===== src/sfr_pkg.sv =====
// constants, register codes and helpers shared by the find-and-replace modules
package sfr_pkg;

  localparam int unsigned MaxPattern     = 8;
  localparam int unsigned MaxReplacement = 8;
  localparam int unsigned QueueDepth     = 2;
  localparam int unsigned ByteW          = 8;
  localparam int unsigned LenW           = 4;
  localparam int unsigned CfgDataW       = 64;
  localparam int unsigned CfgIdxW        = 2;

  typedef enum logic [CfgIdxW-1:0] {
    CfgPatternBytes = 2'd0,
    CfgPatternLen   = 2'd1,
    CfgReplBytes    = 2'd2,
    CfgReplLen      = 2'd3
  } cfg_reg_e;

  // byte pos of a packed register, zero beyond the eighth byte
  function automatic logic [ByteW-1:0] packed_byte(logic [CfgDataW-1:0] word_bits,
                                                   int unsigned pos);
    logic [CfgDataW-1:0] sh;
    sh = word_bits >> (ByteW * pos);
    return sh[ByteW-1:0];
  endfunction

endpackage


===== src/sfr_queue.sv =====
// small command queue between the matching front and the emitting back
module sfr_queue #(
  parameter int unsigned WIDTH = 8,
  parameter int unsigned DEPTH = sfr_pkg::QueueDepth
) (
  input  logic             clk_i,
  input  logic             rst_ni,
  input  logic             push_i,
  input  logic [WIDTH-1:0] data_i,
  input  logic             pop_i,
  output logic [WIDTH-1:0] data_o,
  output logic             full_o,
  output logic             empty_o
);

  localparam int unsigned PTR_W = (DEPTH > 1) ? $clog2(DEPTH) : 1;
  localparam int unsigned CNT_W = $clog2(DEPTH + 1);

  logic [WIDTH-1:0] mem_q [DEPTH];
  logic [PTR_W-1:0] wr_ptr_q, wr_ptr_d, rd_ptr_q, rd_ptr_d;
  logic [CNT_W-1:0] count_q, count_d;
  logic             do_push, do_pop;

  assign full_o  = (count_q == CNT_W'(DEPTH));
  assign empty_o = (count_q == '0);
  assign do_push = push_i && !full_o;
  assign do_pop  = pop_i && !empty_o;
  assign data_o  = mem_q[rd_ptr_q];

  always_comb begin
    wr_ptr_d = wr_ptr_q;
    rd_ptr_d = rd_ptr_q;
    count_d  = count_q;
    if (do_push) begin
      wr_ptr_d = (wr_ptr_q == PTR_W'(DEPTH - 1)) ? '0 : wr_ptr_q + 1'b1;
    end
    if (do_pop) begin
      rd_ptr_d = (rd_ptr_q == PTR_W'(DEPTH - 1)) ? '0 : rd_ptr_q + 1'b1;
    end
    if (do_push && !do_pop) begin
      count_d = count_q + 1'b1;
    end else if (do_pop && !do_push) begin
      count_d = count_q - 1'b1;
    end
  end

  always_ff @(posedge clk_i or negedge rst_ni) begin
    if (!rst_ni) begin
      wr_ptr_q <= '0;
      rd_ptr_q <= '0;
      count_q  <= '0;
    end else begin
      wr_ptr_q <= wr_ptr_d;
      rd_ptr_q <= rd_ptr_d;
      count_q  <= count_d;
    end
  end

  always_ff @(posedge clk_i) begin
    if (do_push) begin
      mem_q[wr_ptr_q] <= data_i;
    end
  end

endmodule


===== src/sfr_front.sv =====
// front end: byte window, pattern compare and command build
module sfr_front #(
  parameter int unsigned MAX_PATTERN     = sfr_pkg::MaxPattern,
  parameter int unsigned MAX_REPLACEMENT = sfr_pkg::MaxReplacement,
  localparam int unsigned ListLen = (MAX_PATTERN > MAX_REPLACEMENT) ?
                                    MAX_PATTERN : MAX_REPLACEMENT,
  localparam int unsigned CountW  = $clog2(ListLen + 1)
) (
  input  logic                                        clk_i,
  input  logic                                        rst_ni,
  input  logic                                        accept_i,
  input  logic [sfr_pkg::ByteW-1:0]                   in_byte_i,
  input  logic                                        in_last_i,
  input  logic [sfr_pkg::CfgDataW-1:0]                pattern_bytes_i,
  input  logic [sfr_pkg::LenW-1:0]                    pattern_length_i,
  input  logic [sfr_pkg::CfgDataW-1:0]                replacement_bytes_i,
  input  logic [sfr_pkg::LenW-1:0]                    replacement_length_i,
  output logic                                        cmd_push_o,
  output logic [ListLen-1:0][sfr_pkg::ByteW-1:0]      cmd_bytes_o,
  output logic [CountW-1:0]                           cmd_count_o,
  output logic                                        cmd_last_o
);

  localparam int unsigned FillW = $clog2(MAX_PATTERN + 1);
  localparam int unsigned IdxW  = (MAX_PATTERN > 1) ? $clog2(MAX_PATTERN) : 1;

  logic [MAX_PATTERN-1:0][sfr_pkg::ByteW-1:0] win_q, win_d;
  logic [FillW-1:0]                           fill_q, fill_d;
  logic [ListLen-1:0][sfr_pkg::ByteW-1:0]     w_drop, w_ins, w_shift;
  logic [FillW-1:0]                           plen, drop, base, f_new;
  logic [CountW-1:0]                          rlen;
  logic                                       over, full_win, hit;

  assign plen = (32'(pattern_length_i) > MAX_PATTERN) ? FillW'(MAX_PATTERN) :
                                                         FillW'(pattern_length_i);
  assign rlen = (32'(replacement_length_i) > MAX_REPLACEMENT) ? CountW'(MAX_REPLACEMENT) :
                                                                 CountW'(replacement_length_i);

  // shortened pattern: keep only the newest plen-1 bytes
  assign over     = (plen != '0) && (fill_q >= plen);
  assign drop     = over ? fill_q - (plen - 1'b1) : '0;
  assign base     = over ? plen - 1'b1 : fill_q;
  assign f_new    = base + 1'b1;
  assign full_win = (plen != '0) && (f_new == plen);

  always_comb begin
    int unsigned src;
    for (int j = 0; j < ListLen; j++) begin
      src = j + int'(drop);
      if (src < MAX_PATTERN) begin
        w_drop[j] = win_q[src[IdxW-1:0]];
      end else begin
        w_drop[j] = '0;
      end
    end
  end

  always_comb begin
    for (int j = 0; j < ListLen; j++) begin
      w_ins[j] = (32'(j) == 32'(base)) ? in_byte_i : w_drop[j];
    end
  end

  assign w_shift = w_ins >> sfr_pkg::ByteW;

  always_comb begin
    hit = full_win;
    for (int i = 0; i < MAX_PATTERN; i++) begin
      if ((FillW'(i) < plen) &&
          (w_ins[i] != sfr_pkg::packed_byte(pattern_bytes_i, i))) begin
        hit = 1'b0;
      end
    end
  end

  always_comb begin
    cmd_bytes_o = w_ins;
    cmd_last_o  = in_last_i;
    if (hit) begin
      for (int j = 0; j < ListLen; j++) begin
        cmd_bytes_o[j] = sfr_pkg::packed_byte(replacement_bytes_i, j);
      end
      cmd_count_o = rlen;
    end else if (in_last_i || (plen == '0)) begin
      cmd_count_o = CountW'(f_new);
    end else if (full_win) begin
      cmd_count_o = CountW'(1);
    end else begin
      cmd_count_o = '0;
    end
  end

  assign cmd_push_o = accept_i && ((cmd_count_o != '0) || in_last_i);

  always_comb begin
    win_d  = w_ins[MAX_PATTERN-1:0];
    fill_d = f_new;
    if (in_last_i || (plen == '0) || hit) begin
      fill_d = '0;
    end else if (full_win) begin
      win_d  = w_shift[MAX_PATTERN-1:0];
      fill_d = base;
    end
  end

  always_ff @(posedge clk_i or negedge rst_ni) begin
    if (!rst_ni) begin
      fill_q <= '0;
    end else if (accept_i) begin
      fill_q <= fill_d;
    end
  end

  always_ff @(posedge clk_i) begin
    if (accept_i) begin
      win_q <= win_d;
    end
  end

endmodule


===== src/sfr_back.sv =====
// back end: expands queued commands into output beats
module sfr_back #(
  parameter int unsigned LIST_LEN = sfr_pkg::MaxPattern,
  localparam int unsigned CountW  = $clog2(LIST_LEN + 1)
) (
  input  logic                                   clk_i,
  input  logic                                   rst_ni,
  input  logic                                   q_empty_i,
  input  logic [LIST_LEN-1:0][sfr_pkg::ByteW-1:0] q_bytes_i,
  input  logic [CountW-1:0]                      q_count_i,
  input  logic                                   q_last_i,
  output logic                                   q_pop_o,
  input  logic                                   pop,
  output logic                                   empty,
  output logic [sfr_pkg::ByteW-1:0]              out_byte_o,
  output logic                                   out_byte_valid_o,
  output logic                                   out_last_o
);

  localparam int unsigned IdxW = (LIST_LEN > 1) ? $clog2(LIST_LEN) : 1;

  logic                                   busy_q, busy_d;
  logic [LIST_LEN-1:0][sfr_pkg::ByteW-1:0] bytes_q;
  logic [CountW-1:0]                      count_q;
  logic                                   last_q;
  logic [IdxW-1:0]                        idx_q, idx_d;
  logic                                   final_beat, done, load;

  assign final_beat = (count_q == '0) || ((CountW'(idx_q) + 1'b1) == count_q);
  assign done       = busy_q && pop && final_beat;
  assign load       = !q_empty_i && (!busy_q || done);
  assign q_pop_o    = load;

  assign empty            = !busy_q;
  assign out_byte_valid_o = (count_q != '0);
  assign out_byte_o       = out_byte_valid_o ? bytes_q[idx_q] : '0;
  assign out_last_o       = last_q && final_beat;

  always_comb begin
    busy_d = busy_q;
    idx_d  = idx_q;
    if (load) begin
      busy_d = 1'b1;
      idx_d  = '0;
    end else if (done) begin
      busy_d = 1'b0;
    end else if (busy_q && pop) begin
      idx_d = idx_q + 1'b1;
    end
  end

  always_ff @(posedge clk_i or negedge rst_ni) begin
    if (!rst_ni) begin
      busy_q <= 1'b0;
      idx_q  <= '0;
    end else begin
      busy_q <= busy_d;
      idx_q  <= idx_d;
    end
  end

  always_ff @(posedge clk_i) begin
    if (load) begin
      bytes_q <= q_bytes_i;
      count_q <= q_count_i;
      last_q  <= q_last_i;
    end
  end

endmodule


===== src/stream_find_and_replace_top.sv =====
// top level: config registers, front end, command queue and back end
// Streaming find-and-replace. Push one text byte per beat with push/full;
// edited beats come out with empty/pop. Every leftmost, non-overlapping
// occurrence of the pattern is replaced; in_last flushes the held bytes and
// the final beat carries out_last (a bare end mark has out_byte_valid low).
// An input beat is taken every cycle while the two-entry command queue has
// room; each input beat becomes at most one command, and the back end sends
// one output beat per cycle while pop is held, so a match with an R-byte
// replacement or a final flush of k bytes holds the output for R or k beats
// and input stalls once the queue fills behind it. A command enters the
// queue at the edge that accepts its input beat, then loads the back-end
// registers, which drive the output. Write configuration only when idle.
module stream_find_and_replace_top #(
  parameter int unsigned MAX_PATTERN     = sfr_pkg::MaxPattern,
  parameter int unsigned MAX_REPLACEMENT = sfr_pkg::MaxReplacement
) (
  input  logic                          clk_i,
  input  logic                          rst_ni,
  input  logic                          push,
  output logic                          full,
  input  logic [sfr_pkg::ByteW-1:0]     in_byte_i,
  input  logic                          in_last_i,
  output logic                          empty,
  input  logic                          pop,
  output logic [sfr_pkg::ByteW-1:0]     out_byte_o,
  output logic                          out_byte_valid_o,
  output logic                          out_last_o,
  input  logic                          cfg_we_i,
  input  logic [sfr_pkg::CfgIdxW-1:0]   cfg_idx_i,
  input  logic [sfr_pkg::CfgDataW-1:0]  cfg_data_i
);

  localparam int unsigned ListLen = (MAX_PATTERN > MAX_REPLACEMENT) ?
                                    MAX_PATTERN : MAX_REPLACEMENT;
  localparam int unsigned CountW  = $clog2(ListLen + 1);
  localparam int unsigned BytesW  = ListLen * sfr_pkg::ByteW;
  localparam int unsigned CmdW    = BytesW + CountW + 1;

  logic [sfr_pkg::CfgDataW-1:0] pattern_bytes_q, replacement_bytes_q;
  logic [sfr_pkg::LenW-1:0]     pattern_length_q, replacement_length_q;

  logic                                      accept;
  logic                                      cmd_push;
  logic [ListLen-1:0][sfr_pkg::ByteW-1:0]    cmd_bytes, q_bytes;
  logic [CountW-1:0]                         cmd_count, q_count;
  logic                                      cmd_last, q_last;
  logic [CmdW-1:0]                           q_wdata, q_rdata;
  logic                                      q_pop, q_empty;

  always_ff @(posedge clk_i or negedge rst_ni) begin
    if (!rst_ni) begin
      pattern_bytes_q      <= '0;
      pattern_length_q     <= sfr_pkg::LenW'(1);
      replacement_bytes_q  <= '0;
      replacement_length_q <= '0;
    end else if (cfg_we_i) begin
      unique case (sfr_pkg::cfg_reg_e'(cfg_idx_i))
        sfr_pkg::CfgPatternBytes: pattern_bytes_q      <= cfg_data_i;
        sfr_pkg::CfgPatternLen:   pattern_length_q     <= cfg_data_i[sfr_pkg::LenW-1:0];
        sfr_pkg::CfgReplBytes:    replacement_bytes_q  <= cfg_data_i;
        sfr_pkg::CfgReplLen:      replacement_length_q <= cfg_data_i[sfr_pkg::LenW-1:0];
        default: ;
      endcase
    end
  end

  assign accept = push && !full;

  sfr_front #(
    .MAX_PATTERN     (MAX_PATTERN),
    .MAX_REPLACEMENT (MAX_REPLACEMENT)
  ) u_front (
    .clk_i                (clk_i),
    .rst_ni               (rst_ni),
    .accept_i             (accept),
    .in_byte_i            (in_byte_i),
    .in_last_i            (in_last_i),
    .pattern_bytes_i      (pattern_bytes_q),
    .pattern_length_i     (pattern_length_q),
    .replacement_bytes_i  (replacement_bytes_q),
    .replacement_length_i (replacement_length_q),
    .cmd_push_o           (cmd_push),
    .cmd_bytes_o          (cmd_bytes),
    .cmd_count_o          (cmd_count),
    .cmd_last_o           (cmd_last)
  );

  assign q_wdata = {cmd_last, cmd_count, cmd_bytes};
  assign q_bytes = q_rdata[BytesW-1:0];
  assign q_count = q_rdata[BytesW +: CountW];
  assign q_last  = q_rdata[CmdW-1];

  sfr_queue #(
    .WIDTH (CmdW),
    .DEPTH (sfr_pkg::QueueDepth)
  ) u_queue (
    .clk_i   (clk_i),
    .rst_ni  (rst_ni),
    .push_i  (cmd_push),
    .data_i  (q_wdata),
    .pop_i   (q_pop),
    .data_o  (q_rdata),
    .full_o  (full),
    .empty_o (q_empty)
  );

  sfr_back #(
    .LIST_LEN (ListLen)
  ) u_back (
    .clk_i            (clk_i),
    .rst_ni           (rst_ni),
    .q_empty_i        (q_empty),
    .q_bytes_i        (q_bytes),
    .q_count_i        (q_count),
    .q_last_i         (q_last),
    .q_pop_o          (q_pop),
    .pop              (pop),
    .empty            (empty),
    .out_byte_o       (out_byte_o),
    .out_byte_valid_o (out_byte_valid_o),
    .out_last_o       (out_last_o)
  );

endmodule

===== config.mk =====
export PLATFORM = sky130hd
export DESIGN_NAME = stream_find_and_replace_top
export DESIGN_NICKNAME = d
export VERILOG_FILES = /design/src/sfr_pkg.sv /design/src/sfr_queue.sv /design/src/sfr_front.sv /design/src/sfr_back.sv /design/src/stream_find_and_replace_top.sv
export SDC_FILE = /design/constraint.sdc
export NUM_CORES = 1
export LEC_CHECK = 0
export BUFFER_PORTS_ARGS = -buffer_cell sky130_fd_sc_hd__buf_4
export CAP_MARGIN = 20
export CORE_UTILIZATION = 30
export CTS_CLUSTER_SIZE = 16
export DETAILED_ROUTE_END_ITERATION = 8
export PLACE_DENSITY_LB_ADDON = 0.12
export SYNTH_ARGS = -nofsm -noshare
export SYNTH_HDL_FRONTEND = slang
export SYNTH_HIERARCHICAL = 1
export SYNTH_SLANG_ARGS = --single-unit

===== constraint.sdc =====
create_clock -name clk_i -period 12.3 [get_ports clk_i]
set_input_delay 1.23 -clock clk_i [delete_from_list [all_inputs] [get_ports clk_i]]
set_output_delay 1.23 -clock clk_i [all_outputs]
set_load 0.01 [all_outputs]

## After elaboration in Yosys (flattened, before gate mapping)

Memories as Yosys holds them, arrays and structs flattened. A register that Yosys moved wholly into a read port is not among the register bits.
Cells that the tools add are included.

| cells by class | value |
|---|---|
| add/sub/neg operators | 16 |
| order comparisons | 28 |
| eq/ne operators | 22 |
| muxes and demuxes | 66 |
| reductions and logical operators | 46 |

Operators with widths:

| operator | count |
|---|---|
| 32-bit by 4-bit less-than comparator with 1-bit output, second input constant | 7 |
| 8-bit binary-select mux with 3-bit select | 9 |
| 8-bit 2-to-1 mux | 26 |
| 64-bit 2-to-1 mux | 3 |
| 8-bit != test | 8 |
| 3-bit by 4-bit less-than comparator with 1-bit output, second input constant | 9 |
| 4-bit 2-to-1 mux | 8 |
| 3-bit by 4-bit adder with 5-bit output, first input constant | 4 |
| 1-bit logical AND | 20 |
| 3-bit by 4-bit equality test with 1-bit output, first input constant | 4 |
| 3-bit by 4-bit less-than comparator with 1-bit output, first input constant | 4 |
| 1-bit 2-to-1 mux | 15 |
| 4-bit logical NOT | 3 |
| 4-bit nonzero test | 3 |
| 2-bit by 4-bit adder with 5-bit output, first input constant | 2 |
| 2-bit AND reduction | 5 |
| 3-bit 2-to-1 mux | 3 |
| 2-bit by 4-bit equality test with 1-bit output, first input constant | 2 |
| 4-bit equality test | 2 |
| 4-bit greater-than comparator, second input constant | 2 |
| 1-bit by 4-bit less-than comparator with 1-bit output, first input constant | 2 |
| 2-bit by 4-bit less-than comparator with 1-bit output, first input constant | 2 |
| 2-bit equality test, second input constant | 3 |
| 2-bit nonzero test | 3 |
| 18 further kinds | 29 |

| storage, ports and cells | value |
|---|---|
| register bits after elaboration | 212 |
| RAM bits | 138 |
| input port bits | 80 |
| output and inout port bits | 12 |
| word-level logic and storage cells | 197 |
| memories kept | 1 |

Memories:

| name | depth | bits a word | read ports | clocked after memory_dff | wr ports | line | RTL |
|---|---|---|---|---|---|---|---|
| u_queue.mem_q | 2 | 69 | 1 | 1 | 1 | sfr_queue.sv:19 | `logic [WIDTH-1:0] mem_q [DEPTH];` |

## Logic depth before layout (Yosys ltp)

Gate-level depths: netlist of run 1.

| depth | value |
|---|---|
| depth in word-level cells | 28 |
| gate-level depth with buffers | 36 |
| gate-level depth less buffers | 27 |

## Cells and area by module

Netlist of run 1, hierarchy kept.

By module, submodules not included:

| module | times used | cells an instance | area each (sq um) | seq. area each (sq um) |
|---|---|---|---|---|
| sfr_front | 1 | 1312 | 10186.0 | 2021.9 |
| sfr_queue | 1 | 234 | 5527.8 | 4244.1 |
| stream_find_and_replace_top | 1 | 291 | 5500.3 | 3404.5 |
| sfr_back | 1 | 144 | 2927.8 | 2172.1 |

## Worst setup path after synthesis of run 1

No wires, ideal clock.

| timing | value |
|---|---|
| kind | reg2reg |
| from | reg pattern_length_q[0] in the netlist's numbering |
| to | mem u_queue/mem_q[0][0] in the netlist's numbering (enable) |
| setup time | 0.497 ns |
| data arrival time | 9.465 ns |
| data required time | 11.803 ns |
| path slack | 2.339 ns |
| cell stages (with the launch flop) | 30 |
| buffers on the path | 7 |
| period minus slack after synthesis | 9.961 ns |
| cells stage by stage | dfstp_2 > nor2b_1 > clkbuf_1 > inv_1 > ha_1 > inv_1 > fa_1 > clkbuf_1 > nor2_1 > nand2_1 > inv_2 > buf_2 > ha_1 > or3_1 > clkbuf_1 > o211a_1 > buf_2 > mux4_2 > mux2i_1 > mux2_2 > a221o_1 > nor4_1 > a211oi_1 > a21oi_1 > nand4b_2 > clkbuf_1 > clkbuf_1 > o21ai_0 > nand2_1 > nor2_1 |

| on the way | value |
|---|---|
| word-level cells in the longest chain between the ends | 26 |
| elaborated cells on any way between the ends | 110 |
| those cells by class | add/sub: 10; order compare: 18; eq/ne: 16; mux: 48; reduce/logical: 18 |

Ends and longest elaborated chain:

| what | line | RTL |
|---|---|---|
| start: declaration | stream_find_and_replace_top.sv:40 | `logic [sfr_pkg::LenW-1:0] pattern_length_q, replacement_length_q;` |
| start signal: assignment | stream_find_and_replace_top.sv:53 | `pattern_length_q <= sfr_pkg::LenW'(1);` |
| start signal: assignment | stream_find_and_replace_top.sv:59 | `sfr_pkg::CfgPatternLen: pattern_length_q <= cfg_data_i[sfr_pkg::LenW-1:0];` |
| 4-bit greater-than comparator | sfr_front.sv:34 | `assign plen = (32'(pattern_length_i) > MAX_PATTERN) ? FillW'(MAX_PATTERN) :` |
| 4-bit 2-to-1 mux * | sfr_front.sv:34 |  |
| parallel branches: the longest is 17 deep, another holds 32-bit by 4-bit less-than comparator with 1-bit output | n/a |  |
| 4-bit 2-to-1 mux * | sfr_front.sv:79 | `if (hit) begin` |
| 4-bit nonzero test * | sfr_front.sv:93 | `assign cmd_push_o = accept_i && ((cmd_count_o != '0) \|\| in_last_i);` |
| 1-bit logical OR * | sfr_front.sv:93 |  |
| 1-bit logical AND * | sfr_front.sv:93 |  |
| named net cmd_push | stream_find_and_replace_top.sv:43 | `logic cmd_push;` |
| 1-bit logical AND * | sfr_queue.sv:26 | `assign do_push = push_i && !full_o;` |
| 1-bit 2-to-1 mux * | sfr_queue.sv:60 | `if (do_push) begin` |
| 1-bit 2-to-1 mux (not written as such) * | sfr_queue.sv:61 | `mem_q[wr_ptr_q] <= data_i;` |
| end: declaration | sfr_queue.sv:19 |  |

Mark *: on every way through the listed nets, which the timed path passes. The select of a mux whose other input is x is not followed.

## Worst setup path in the final report of run 1

| timing | value |
|---|---|
| from | reg pattern_length_q[3] in the netlist's numbering |
| to | reg u_queue.count_q[1] |

| on the way | value |
|---|---|
| word-level cells in the longest chain between the ends | 27 |
| elaborated cells on any way between the ends | 113 |
| those cells by class | add/sub: 10; order compare: 18; eq/ne: 16; mux: 47; reduce/logical: 22 |

Ends and longest elaborated chain:

| what | line | RTL |
|---|---|---|
| 4-bit greater-than comparator | sfr_front.sv:34 |  |
| 4-bit 2-to-1 mux * | sfr_front.sv:34 |  |
| parallel branches: the longest is 17 deep, another holds 32-bit by 4-bit less-than comparator with 1-bit output | n/a |  |
| 4-bit 2-to-1 mux * | sfr_front.sv:79 |  |
| 4-bit nonzero test * | sfr_front.sv:93 |  |
| 1-bit logical OR * | sfr_front.sv:93 |  |
| 1-bit logical AND * | sfr_front.sv:93 |  |
| named net cmd_push | stream_find_and_replace_top.sv:43 |  |
| 1-bit logical AND * | sfr_queue.sv:26 |  |
| named net u_queue.do_push | sfr_queue.sv:22 | `logic do_push, do_pop;` |
| 1-bit logical NOT | sfr_queue.sv:42 | `end else if (do_pop && !do_push) begin` |
| 1-bit logical AND | sfr_queue.sv:42 |  |
| 2-bit nonzero test (no source line) | n/a |  |
| end signal: assignment | sfr_queue.sv:55 | `count_q <= count_d;` |
| end: declaration | sfr_queue.sv:21 | `logic [CNT_W-1:0] count_q, count_d;` |

Marks and branches as above.
A chain may end at the register's enable or synchronous reset.

==> impl_metrics.toml, run 1 <==
[run_status]
status = "finished, final reports clean"

[route]
drc = 0
drt-initial-drc-count = 1816
ant_nets = 0
dr.pass1.iters = 5
totalWireLength_um = 100000
vias = 18200
wl_per_cell_um = 31.7
viasPerCell = 5.77

[floorplanning]
fp.dieArea_sq_um = 81600
die_w_um = 286
core_sq_um = 79300
num_rows = 103
initial_utilization_pct = 30.5
pin_count = 92
die_h_um = 286

[clocking]
root_buffer = "clkbuf_16"
htree_levels = 2
clk_latency_ps = 610
cts.sinks = 419
clk_pin_slew_ps = 70
cts_setup_buffers = 0
ctsResizeCount = 0
clockBufferDepth = 3
cts_buffers = 48
cts_hold_buf = 0
cts_tree = "done"

[grt]
grt_max_degree = 82
antenna_found_initial = 2
track_usage_pct = 24.2
grt.met3_usage_pct = 2.70
grt_pass1_vias = 17900
top_usage_layer = "met2"
grt_pass1_wl_um = 141000
grt-ovfl-total = 0
use_met2_pct = 37.9
grtUsageMet1_pct = 34.8

[run]
maxCapViolations = 0

[synth]
ys_ff_latch = 419
ys_top_cells_by_area = "edfxtp_1, dfrtp_1, mux2_4"
yosysMostFrequentCell = "edfxtp_1"
syn_area_sq_um = 24100
postSynthAreaPerCell_sq_um = 12.2
ys_async_sr_fraction_pct = 35.3
yosys-top-cells-count = "edfxtp_1, dfrtp_1, a21oi_1, nor2_1, mux2_4"
syn_nets = 2086
synth_edf_count = 271
syn_inst = 1981
ys_types = 99
yosysSeqAreaShare_pct = 49.1
synth_top_area_share_pct = 33.7
yosysWarnings = 6
ys.flop_type = "edfxtp_1"
yosysTopAreaCell = "edfxtp_1"

[sta]
timing.slew.headroom_pct = 18.2
fin_worst_skew_ps = 61.7
hold_violations = 0
totalNegativeSetupSlack_ps = 0
min_period_over_period_pct = 73.8
rsz0062_at_grt = "false"
setup_viol = 0
min_period_ps = 9070
maxSlewViolCount = 0
fin_hold_ws_ps = 506
tightest_slew_ps = 1220
clock.fmax_mhz = 110

[cells_and_area]
num-nets-final = 2167
syn2layout_area_growth_pct = 14.0
drive_above_1_share_pct = 25.4

[place]
dp_hpwl_um = 75200
place.gp.congestion = 0.977
portBuffers = 91

[worst_setup_path]
crit_top_cell = "ha_1"
start_kind = "flip-flop"
max_stage_delay_ps = 670
arrival_ps = 9550
crit_fanout = 51
cp_data_required_time_ps = 12780
crit_path_end_kind = "flip-flop"
crit_slowest_cell = "ha_1"
path_class = "flip-flop to flip-flop"

[hold_path]
hold_class = "flip-flop to flip-flop"
## stage by stage
stage / setup WS, ps / instances / utilization, % / instance area (sq um)
5_1_grt: 2680 / 3152 / 34.7 / 27500
2_1_floorplan: 2340 / 1981 / - / 24100
6_report: 3230 / 3153 / 34.7 / 27500
3_3_place_gp: 3410 / 3060 / 32.7 / 25900
3_5_place_dp: 3420 / 3062 / 32.7 / 25900
4_1_cts: 3320 / 3152 / 34.7 / 27500
## sequential cells by signal, summed over array words and instances (netlist names), 4 cells and up
register / cells
u_back/bytes_q: 64
replacement_bytes_q: 64
u_front/win_q: 64
pattern_bytes_q: 64
pattern_length_q: 4
u_queue/mem_q: 138
u_front/fill_q: 4
replacement_length_q: 4
u_back/count_q: 4
## metal layers
layer / up-vias / wire (um)
li1: 7777 / -
met1: 9419 / 45400
met2: 863 / 45200
met3: 148 / 6150
met4: 0 / 3390
met5: - / 0
## worst max-delay path: cells and delay by family, from the launching register on
kind                       cells  cell delay (ps)
adders and majority gates      3             1190
and+or+nand+nor                8             2630
DFF                            1              610
buffers and inverters          3              780
AOI/OAI and AO/OA              9             3040
xor gates and xnor gates       2              280
muxes                          1              310
## cell usage in the layout, fill, tap and decap left out, drive strengths merged, types with 9 or more instances in the layout
cell type  netlist  layout
o21a            10      10
nor2b            9       9
a211oi          16      16
nand2           86      86
o22ai           39      39
nor4            10      10
a21oi          148     148
clkbuf          63      64
edfxtp         271     271
a21boi          19      19
nand2b           9       9
and3            18      18
and2            12      12
o21ai           80      80
ha              24      24
a22oi           24      24
a32oi            9       9
nor2           147     147
a2bb2oi         13      13
a2111oi         13      13
mux2i          108     108
xnor2           32      32
nand4           19      19
o211ai          15      15
or3             14      14
mux2           226     226
nor3            27      27
nand3           42      42
dfrtp          147     147
mux4            31      31
a31oi           10      10
xor2            22      22
clkinv           0      18
buf             68     162
inv             63      65
a221oi          15      15
## area by class of cell
cell class                 instances  area [sq um]
clock buffer                      64          1340
fill                            7863         51700
clock inverter                    26           268
timing repair buffer             162          1280
multi-input combinational       1368         11200
sequential                       419         11800
inverter                          63           236
tap                             1050          1310
antenna                            1          2.50
## final timing paths
path	to	cells after the start	slack [ps]	from
max	u_queue/count_q[1]	26	3230	pattern_length_q[3]
min	replacement_bytes_q[59]	1	510	replacement_bytes_q[59]
max reg2reg	u_queue/count_q[1]	26	3230	pattern_length_q[3]
min reg2reg	replacement_bytes_q[59]	1	510	replacement_bytes_q[59]
max in group asynchronous	pattern_bytes_q[12]	2	10200	rst_ni
min in group asynchronous	u_back/idx_q[2]	1	620	rst_ni
## kinds of logic after synthesis
| logic type | count (synthesis) | synth area share, % |
|---|---|---|
| AND/OR/NAND/NOR | 425 | 8.66 |
| AO/OA/AOI/OAI | 497 | 13.9 |
| multiplexers | 365 | 20.1 |
| buffers and inverters | 194 | 4.81 |
| flip-flops | 419 | 49.1 |
| adder cells (fa/ha/maj) | 25 | 1.33 |
| XOR/XNOR | 56 | 2.19 |
Power of run 1 is left out: the tool's default activity adds up to more than one toggle a clock period on the data nets, which glitch-free logic cannot reach.
==> inputs of run 2 (changes only) <==
clock period = 8.98 ns   (was 12.3 ns; I/O delays follow)
==> impl_metrics.toml, run 2 (synthesis results as in run 1) <==
[run_status]
status = "finished, final reports clean"

[sta]
tightest_slew_ps = 1160
clock.fmax_mhz = 122
maxSlewViolCount = 0
fin_worst_skew_ps = 32.1
min_period_over_period_pct = 91.6
min_period_ps = 8230
timing.slew.headroom_pct = 22.3
setup_viol = 0
hold_violations = 0
rsz0062_at_grt = "false"
totalNegativeSetupSlack_ps = 0

[route]
totalWireLength_um = 98300
dr.pass1.iters = 6
viasPerCell = 5.72
drc = 0
ant_nets = 0
vias = 18100
wl_per_cell_um = 31.2
drt-initial-drc-count = 1878

[grt]
grt_pass1_vias = 17500
grt_max_degree = 90
track_usage_pct = 23.8
grt_pass1_wl_um = 138000
antenna_found_initial = 2
grt-ovfl-total = 0

[cells_and_area]
final_core_util_pct = 34.7
syn2layout_area_growth_pct = 13.9
drive_above_1_share_pct = 25.5
largest_reg_flops = 138
antenna_cells = 0
top_register = "u_queue/mem_q"
final_common_cell = "edfxtp_1"
mostFrequentLayoutCells = "edfxtp_1, buf_4, dfrtp_1"
fill_cells = 7849
num-nets-final = 2169

[worst_setup_path]
crit_slowest_cell = "nor2_1"
crit_top_cell = "buf_4"
crit_fanout = 89
cp_data_required_time_ps = 9270
path_class = "flip-flop to flip-flop"
max_stage_delay_ps = 610
crit_path_end_kind = "flip-flop"
start_kind = "flip-flop"
arrival_ps = 8520

[clocking]
cts_setup_buffers = 0
root_buffer = "clkbuf_16"
cts_buffers = 48
htree_levels = 2
clk_pin_slew_ps = 60
clk_latency_ps = 610
cts_tree = "done"
ctsResizeCount = 0
cts.sinks = 419
clockBufferDepth = 3
cts_hold_buf = 0

[floorplanning]
num_rows = 103
core_sq_um = 79300
fp.dieArea_sq_um = 81600
pin_count = 92
initial_utilization_pct = 30.5
die_w_um = 286
die_h_um = 286

[place]
dp_hpwl_um = 73200
place.gp.congestion = 0.978
portBuffers = 91

[hold_path]
hold_class = "primary input to async pin"

[run]
maxCapViolations = 0
-- run 2: stage by stage --
step	cell area [sq um]	worst slack, ps	cells	hold WS (ps)
2_1_floorplan	24100	173	1981	474
3_3_place_gp	25900	1100	3064	492
3_5_place_dp	25900	974	3064	493
4_1_cts	27500	930	3154	359
5_1_grt	27500	469	3154	371
6_report	27500	755	3154	311
-- run 2: worst paths after layout --
| kind | from | end | slack, ps | cells past startpoint |
|---|---|---|---|---|
| worst max-delay path | pattern_length_q[0] | u_front/win_q[25] | 750 | 25 |
| worst min-delay path | rst_ni | u_back/idx_q[1] | 310 | 1 |
| worst max register to register | pattern_length_q[0] | u_front/win_q[25] | 750 | 25 |
| worst min register to register | replacement_bytes_q[2] | replacement_bytes_q[2] | 500 | 1 |
| max in group asynchronous | rst_ni | u_front/fill_q[0] | 7180 | 2 |
| min in group clk_i | replacement_bytes_q[2] | replacement_bytes_q[2] | 500 | 1 |
-- run 2: cell type report --
type / count / area [sq um] / area share, %
Inverter: 63 / 236 / 0.860
Multi-Input combinational cell: 1368 / 11200 / 40.7
Timing Repair Buffer: 164 / 1300 / 4.72
Tap cell: 1050 / 1310 / 4.78
Sequential cell: 419 / 11800 / 43.1
Clock buffer: 61 / 1270 / 4.62
Clock inverter: 29 / 325 / 1.18
-- run 2: routing by layer --
metal / routed length (um) / GRT usage, % / vias up
met1: 43300 / 32.7 / 9311
met3: 6420 / 3.99 / 159
met4: 3510 / 7.87 / 0
li1: - / - / 7772
met5: 0 / 0 / -
met2: 45000 / 37.8 / 814
-- run 2: critical path, delay by kind of cell, from the launching register on --
family | cells | cell delay (ps)
compound gates | 6 | 1990
flops | 1 | 550
buf+inv | 7 | 1170
fa+ha+maj | 3 | 1030
mux | 2 | 850
simple gates | 7 | 2210
Power of run 2 is left out for the same reason.
==> inputs of run 3 (changes only) <==
CORE_UTILIZATION = 55   (was 30)
==> impl_metrics.toml, run 3 (synthesis results as in run 1) <==
[sta]
tightest_slew_ps = 1180
hold_violations = 0
rsz0062_at_grt = "false"
setup_viol = 0
min_period_over_period_pct = 94.5
fin_worst_skew_ps = 23.7
fin_hold_ws_ps = 361
timing.slew.headroom_pct = 20.6
setup_ws_ps = 490
totalNegativeSetupSlack_ps = 0
min_period_ps = 8490
maxSlewViolCount = 0
clock.fmax_mhz = 118

[worst_setup_path]
r2r.worst_path.cells = 28
arrival_ps = 8950
reg2reg_slack_ps = 490
max_stage_delay_ps = 620
crit_slowest_cell = "dfrtp_1"
start_kind = "flip-flop"
timing.rr.end = "u_queue/count_q[1]"
crit_path_end_kind = "flip-flop"
path_class = "flip-flop to flip-flop"
rr_startpoint = "pattern_length_q[3]"
crit_fanout = 19
cp_data_required_time_ps = 9440
critPathLaunch = "pattern_length_q[3]"

[place]
dp_hpwl_um = 67100
place.gp.congestion = 1.08
portBuffers = 91
pre_cts_ws_ps = 600

[cells_and_area]
drive_above_1_share_pct = 24.8
fill_cells = 3330
largest_reg_flops = 138
final_common_cell = "edfxtp_1"
mostFrequentLayoutCells = "edfxtp_1, buf_4, dfrtp_1"
num-nets-final = 2158
top_register = "u_queue/mem_q"
syn2layout_area_growth_pct = 10.6

[floorplanning]
initial_utilization_pct = 55.9
core_sq_um = 43200
die_w_um = 212
num_rows = 76
die_h_um = 212
pin_count = 92
fp.dieArea_sq_um = 44700

[route]
vias = 18800
drc = 0
totalWireLength_um = 91300
wl_per_cell_um = 34.1
dr.pass1.iters = 6
drt-initial-drc-count = 2770
ant_nets = 0
viasPerCell = 7.04

[grt]
antenna_found_initial = 4
grt_pass1_vias = 17800
grt_pass1_wl_um = 129000
grt_max_degree = 101
track_usage_pct = 40.8
grt-ovfl-total = 0

[clocking]
clk_latency_ps = 590
htree_levels = 2
root_buffer = "clkbuf_16"
clk_pin_slew_ps = 60
cts_tree = "done"
cts.sinks = 419
clockBufferDepth = 3
cts_hold_buf = 0
cts_buffers = 45

[run_status]
status = "finished, final reports clean"

[run]
maxCapViolations = 0

[hold_path]
hold_class = "primary input to async pin"
## run 3: final cells by class
type	instances	area [sq um]	share of cell area [%]
Antenna cell	1	2.50	0.00937
Clock buffer	72	1330	4.99
Clock inverter	12	125	0.469
Inverter	63	236	0.886
Multi-Input combinational cell	1368	11200	41.9
Sequential cell	419	11800	44.4
Tap cell	585	732	2.74
Timing Repair Buffer	156	1240	4.63
## run 3: per-stage QoR
stage,area (sq um),std cells,utilization (%)
global placement,25200,2591,58.5
detailed placement,25200,2591,58.5
finish,26700,2676,61.9
global route,26700,2675,61.9
floorplan,24100,1981,-
CTS,26700,2675,61.8
## run 3: what timing repair did
item / in CTS / in global routing
hold endpoints to repair: 0 / 0
gates resized for setup: 0 / 1
setup endpoints to repair: 0 / 139
buffers inserted: 0 / 0
## run 3: worst max path at each step
stage,endpoint,slack (ps),cells past startpoint
floorplan,u_queue/mem_q[0][0],170,29
global placement,u_front/win_q[2],930,22
detailed placement,u_queue/count_q[1],600,29
CTS,u_queue/count_q[1],560,29
global route,u_queue/count_q[1],100,29
finish,u_queue/count_q[1],490,28
## run 3: worst max-delay path: cells and delay by family, from the launching register on
| kind | cells | cell delay [ps] |
|---|---|---|
| AO/OA/AOI/OAI | 7 | 2630 |
| XOR/XNOR | 2 | 320 |
| adder cells (fa/ha/maj) | 4 | 1210 |
| buffers and inverters | 6 | 960 |
| flip-flops | 1 | 620 |
| multiplexers | 1 | 280 |
| AND/OR/NAND/NOR | 8 | 2340 |
## run 3: per-layer routing
metal	track usage [%]	wire length, um	part of all wire [%]	vias up
li1	-	-	-	7730
met1	57.1	36300	40	9421
met2	60.3	39600	43	1402
met3	9.46	10400	11	278
met4	18.8	4910	5.4	2
met5	0	19	0.021	-
Power of run 3 is left out for the same reason.
